--- src/sv/sha224_stream_hash_unit_assert.svh ---
// assertion macros for the sha224 stream hash unit
`ifndef SHA224_STREAM_HASH_UNIT_ASSERT_SVH
`define SHA224_STREAM_HASH_UNIT_ASSERT_SVH

// implication checked on every rising clock edge outside reset
`define SHA_ASSERT_IMP(label, clk, rst_n, ante, cons, msg) \
	label: assert property (@(posedge clk) disable iff (!rst_n) (ante) |-> (cons)) \
		else $error(msg);

// next-cycle implication
`define SHA_ASSERT_NEXT(label, clk, rst_n, ante, cons, msg) \
	label: assert property (@(posedge clk) disable iff (!rst_n) (ante) |=> (cons)) \
		else $error(msg);

`endif

--- src/sv/sha224_pkg.sv ---
// ----------------------------------------------------------------------------
// sha224_pkg
// types, constants and the rotate function shared by the sha224 stream hash unit
// ----------------------------------------------------------------------------
package sha224_pkg;

	typedef struct packed {
		logic [7:0] data_byte;
		logic       byte_present;
		logic       end_of_message;
	} in_item_t;

	typedef struct packed {
		logic [31:0] digest_word;
		logic [2:0]  word_index;
		logic        last_word;
	} out_item_t;

	typedef enum logic [2:0] {
		ST_IDLE,
		ST_LOAD,
		ST_ROUND,
		ST_FOLD,
		ST_PAD,
		ST_EMIT
	} state_t;

	// control from sequencer to round unit
	typedef struct packed {
		logic       init;
		logic       step;
		logic       fold;
		logic [5:0] round;
	} rnd_ctl_t;

	localparam logic [7:0] PAD_BYTE = 8'h80;

	localparam logic [31:0] INIT_HASH [8] = '{
		32'hc1059ed8, 32'h367cd507, 32'h3070dd17, 32'hf70e5939,
		32'hffc00b31, 32'h68581511, 32'h64f98fa7, 32'hbefa4fa4
	};

	localparam logic [31:0] ROUND_K [64] = '{
		32'h428a2f98, 32'h71374491, 32'hb5c0fbcf, 32'he9b5dba5,
		32'h3956c25b, 32'h59f111f1, 32'h923f82a4, 32'hab1c5ed5,
		32'hd807aa98, 32'h12835b01, 32'h243185be, 32'h550c7dc3,
		32'h72be5d74, 32'h80deb1fe, 32'h9bdc06a7, 32'hc19bf174,
		32'he49b69c1, 32'hefbe4786, 32'h0fc19dc6, 32'h240ca1cc,
		32'h2de92c6f, 32'h4a7484aa, 32'h5cb0a9dc, 32'h76f988da,
		32'h983e5152, 32'ha831c66d, 32'hb00327c8, 32'hbf597fc7,
		32'hc6e00bf3, 32'hd5a79147, 32'h06ca6351, 32'h14292967,
		32'h27b70a85, 32'h2e1b2138, 32'h4d2c6dfc, 32'h53380d13,
		32'h650a7354, 32'h766a0abb, 32'h81c2c92e, 32'h92722c85,
		32'ha2bfe8a1, 32'ha81a664b, 32'hc24b8b70, 32'hc76c51a3,
		32'hd192e819, 32'hd6990624, 32'hf40e3585, 32'h106aa070,
		32'h19a4c116, 32'h1e376c08, 32'h2748774c, 32'h34b0bcb5,
		32'h391c0cb3, 32'h4ed8aa4a, 32'h5b9cca4f, 32'h682e6ff3,
		32'h748f82ee, 32'h78a5636f, 32'h84c87814, 32'h8cc70208,
		32'h90befffa, 32'ha4506ceb, 32'hbef9a3f7, 32'hc67178f2
	};

	function automatic logic [31:0] rotr(input logic [31:0] x, input int n);
		rotr = (x >> n) | (x << (32 - n));
	endfunction

endpackage

--- src/sv/sha224_round.sv ---
// ----------------------------------------------------------------------------
// sha224_round
// one sha-256 round per cycle on ctl.step, rolling 16-word message schedule
// ----------------------------------------------------------------------------
module sha224_round (
	input  logic                clk,
	input  logic                arst_n,
	input  sha224_pkg::rnd_ctl_t ctl,
	input  logic [31:0]         blk [16],
	output logic [31:0]         chain [8]
);

	logic [31:0] w_q [16];
	logic [31:0] v_q [8];
	logic [31:0] chain_q [8];
	logic [31:0] s0, s1, w_new, big_s1, ch, t1, big_s0, maj, t2;

	always_comb begin
		s0     = sha224_pkg::rotr(w_q[1], 7) ^ sha224_pkg::rotr(w_q[1], 18) ^ (w_q[1] >> 3);
		s1     = sha224_pkg::rotr(w_q[14], 17) ^ sha224_pkg::rotr(w_q[14], 19)
			^ (w_q[14] >> 10);
		w_new  = w_q[0] + s0 + w_q[9] + s1;
		big_s1 = sha224_pkg::rotr(v_q[4], 6) ^ sha224_pkg::rotr(v_q[4], 11)
			^ sha224_pkg::rotr(v_q[4], 25);
		ch     = (v_q[4] & v_q[5]) ^ (~v_q[4] & v_q[6]);
		t1     = v_q[7] + big_s1 + ch + sha224_pkg::ROUND_K[ctl.round] + w_q[0];
		big_s0 = sha224_pkg::rotr(v_q[0], 2) ^ sha224_pkg::rotr(v_q[0], 13)
			^ sha224_pkg::rotr(v_q[0], 22);
		maj    = (v_q[0] & v_q[1]) ^ (v_q[0] & v_q[2]) ^ (v_q[1] & v_q[2]);
		t2     = big_s0 + maj;
	end

	always_ff @(posedge clk) begin
		if (ctl.init) begin
			w_q <= blk;
			v_q <= chain_q;
		end else if (ctl.step) begin
			for (int i = 0; i < 15; i++) w_q[i] <= w_q[i+1];
			w_q[15] <= w_new;
			for (int i = 1; i < 8; i++) v_q[i] <= v_q[i-1];
			v_q[4] <= v_q[3] + t1;
			v_q[0] <= t1 + t2;
		end
	end

	always_ff @(posedge clk or negedge arst_n) begin
		if (!arst_n) begin
			chain_q <= sha224_pkg::INIT_HASH;
		end else if (ctl.fold) begin
			for (int i = 0; i < 8; i++) chain_q[i] <= chain_q[i] + v_q[i];
		end else if (ctl.init && ctl.round == 6'd63) begin
			// init with round 63 marks the return to initial values
			chain_q <= sha224_pkg::INIT_HASH;
		end
	end

	assign chain = chain_q;

endmodule

--- config.mk ---
export PLATFORM = sky130hd
export DESIGN_NAME = sha224_round
export DESIGN_NICKNAME = d
export VERILOG_FILES = /design/src/sv/sha224_stream_hash_unit_assert.svh /design/src/sv/sha224_pkg.sv /design/src/sv/sha224_round.sv
export SDC_FILE = /design/constraint.sdc
export NUM_CORES = 2
export LEC_CHECK = 0
export BUFFER_PORTS_ARGS = -buffer_cell sky130_fd_sc_hd__buf_2
export CORE_MARGIN = 2
export CORE_UTILIZATION = 53
export CTS_CLUSTER_DIAMETER = 200
export CTS_CLUSTER_SIZE = 10
export DETAILED_ROUTE_END_ITERATION = 6
export MAX_ROUTING_LAYER = met4
export PLACE_DENSITY = 0.73
export SLEW_MARGIN = 5
export SYNTH_ARGS = -nofsm -noshare
export SYNTH_HDL_FRONTEND = slang
export SYNTH_SLANG_ARGS = --single-unit
--- constraint.sdc ---
create_clock -name clk -period 10.39 [get_ports clk]
set_clock_uncertainty 0.05 [all_clocks]
set_input_delay 1.039 -clock clk [delete_from_list [all_inputs] [get_ports clk]]
set_output_delay 1.039 -clock clk [all_outputs]
set_load 0.005 [all_outputs]
==> metrics.yaml <==
grt:
  grt_pass1_vias: 52663
  grt_max_degree: 207
  grt_busiest_layer: "met2"
  grt-ovfl-total: 0
  grt_util_met1: 0.514
  use_met2: 0.561
  grt_use_met3: 0.0715
  antenna_found_initial: 50
  grt_first_pass_wirelength_mm: 356
  grt.total_usage: 0.378
die:
  design.core.area_um2: 130000
  ios: 779
  die_w_um: 366
  core.rowCount: 132
  die_h_um: 366
  initial_core_util: 0.534
  die_area_um2: 134000
worst_setup_path:
  endpoint_kind: "flip-flop"
  path_common_cell: "buf_4"
  crit_fanout: 14
  crit_type: "input port to flip-flop"
  cp.arrival_ns: 8.99
  required_ns: 10.79
  cp_slowest_cell: "ha_1"
  worst_setup_path_start_kind: "input port"
  max_stage_delay_ns: 0.56
final_layout:
  syn_to_final_growth_pct: 13.3
  drive_above_1_share: 0.262
  design_area_um2: 78500
  finalNetCount: 8172
yosys:
  synth_seq_cells: 1024
  syn-num-nets: 7457
  postSynthCellCount: 6349
  yosysWarnings: 0
  synth_edf_count: 768
  synth.distinct_cells: 108
  synth_area_leaders: "edfxtp_1, mux2_2, ha_1"
  post-synth-top-count-cell: "edfxtp_1"
  syn_avg_cell_area_um2: 10.9
  yosysTopAreaCell: "edfxtp_1"
  netlist_area_um2: 69300
  synth_ff_type: "edfxtp_1"
  synth_seq_area_share: 0.428
  async_flop_share: 0.250
  synth_top_area_frac: 0.333
  synth_commonest_cells: "edfxtp_1, mux2_2, inv_1"
timing:
  period_minus_slack_ns: 8.60
  drv_slew: 0
  report.final.hold_viol_count: 0
  fin_setup_tns_ns: 0
  max_freq_ghz: 0.116
  max_slew_margin: 0.218
  finalCritPeriodShare: 0.827
  setup_viol: 0
  worstMarginPinSlew_ns: 1.17
  rsz0062_at_grt: "false"
clock_network:
  cts_made_buffers: 112
  htree_levels: 3
  cts_num_sinks: 1024
  clkTransAtPathRegs_ns: 0.06
  cts_buffer_depth: 3
  postCtsSetupBuffers: 0
  ctsResizeCount: 0
  cts_tree: "built"
  clk_latency_ns: 0.75
  ctsHoldBuffers: 0
  cts-root-buf: "clkbuf_16"
routing:
  drt_iter0_drc: 6485
  dr_total_vias: 53955
  ant_nets: 0
  drt-total-wl_mm: 248
  wl_per_cell_um: 27.8
  drc: 0
  via_per_inst: 6.04
  drtPass1Iterations: 6
job:
  maxCapViolations: 0
placed_design:
  place_area_um2: 75100
  dp_hpwl_mm: 193
  gp_congestion: 1.01
  io_buffers: 778
min_path:
  min_path_type: "input port to asynchronous set/reset pin"
run_status:
  status: "finished, final reports clean"
-- final timing paths --
check / slack, ns / from / cells past startpoint / to
max in group asynchronous: 8.58 / arst_n / 2 / chain[237]
worst min register to register: 0.47 / chain[207] / 2 / chain[207]
min in group clk: 0.47 / chain[207] / 2 / chain[207]
worst min-delay path: 0.30 / arst_n / 1 / chain[216]
worst max-delay path: 1.79 / ctl[0] / 39 / v_q[255]
worst max register to register: 2.04 / v_q[104] / 34 / v_q[255]
-- sequential cells by signal (all words and copies together) (netlist names) --
name,flops
v_q,256
chain,256
w_q,512
-- placed cells by master (no fill, tap or decap), types with 15 or more instances in the layout --
| master | Yosys | final |
|---|---|---|
| a21oi_1 | 450 | 450 |
| nor2b_1 | 43 | 43 |
| xor2_1 | 270 | 270 |
| o21ai_0 | 418 | 418 |
| dfrtp_1 | 126 | 126 |
| buf_4 | 0 | 78 |
| ha_1 | 390 | 390 |
| nand2b_1 | 55 | 55 |
| a31oi_1 | 42 | 42 |
| edfxtp_1 | 768 | 768 |
| xnor2_1 | 300 | 300 |
| clkbuf_16 | 0 | 113 |
| nand3_1 | 78 | 78 |
| o31ai_1 | 37 | 37 |
| o211ai_1 | 38 | 38 |
| inv_1 | 477 | 477 |
| o21bai_1 | 49 | 49 |
| a21o_1 | 187 | 187 |
| and3_1 | 31 | 31 |
| o21a_1 | 52 | 52 |
| or3_1 | 22 | 22 |
| mux2_2 | 681 | 681 |
| nand2_1 | 421 | 421 |
| nor3_1 | 95 | 95 |
| or2_2 | 18 | 17 |
| buf_2 | 2 | 774 |
| nand4_1 | 24 | 24 |
| a22o_1 | 24 | 24 |
| fa_1 | 195 | 195 |
| diode_2 | 0 | 59 |
| nor2_1 | 333 | 333 |
| and2_1 | 17 | 17 |
| o21ai_1 | 15 | 15 |
| clkbuf_1 | 246 | 61 |
| a211oi_1 | 41 | 41 |
| dfstp_2 | 130 | 130 |
-- metrics by stage --
| step | utilization | std cells | setup WS, ns | hold slack (ns) |
|---|---|---|---|---|
| after detailed placement | 0.580 | 8692 | 1.18 | 0.461 |
| final | 0.606 | 8932 | 1.79 | 0.302 |
| after global placement | 0.580 | 8692 | 1.19 | 0.455 |
| after floorplan | - | 6349 | 2.17 | 0.446 |
| after CTS | 0.604 | 8873 | 1.91 | 0.300 |
| after global routing | 0.606 | 8927 | 1.31 | 0.354 |
-- final cells by class --
cell class	instances	area [um^2]
Antenna cell	59	148
Tap cell	1742	2180
Sequential cell	1024	29600
Inverter	479	1800
Timing Repair Buffer	863	4660
Clock buffer	174	3060
Clock inverter	7	168
Fill cell	10623	51100
Multi-Input combinational cell	4584	36900
-- per-layer routing --
layer  vias to the layer above  routed length, um
met4                         0               9730
li1                      24323                  -
met2                      2492             111000
met5                         -                  0
met3                       364              23000
met1                     26776             104000
-- worst max-delay path, delay by kind of cell --
family	cells	cell delay, ns
AO/OA/AOI/OAI	17	3.35
buffers and inverters	8	1.25
adder cells (fa/ha/maj)	5	2.13
XOR/XNOR	2	0.41
AND/OR/NAND/NOR	7	0.76
-- cell families after synthesis --
logic type / synth area share
AO/OA/AOI/OAI: 0.141
multiplexers: 0.113
AND/OR/NAND/NOR: 0.0778
XOR/XNOR: 0.0727
buffers and inverters: 0.0404
adder cells (fa/ha/maj): 0.127
flip-flops: 0.428
Power is left out: the tool's default activity adds up to more than one toggle a clock period on the data nets, which glitch-free logic cannot reach.
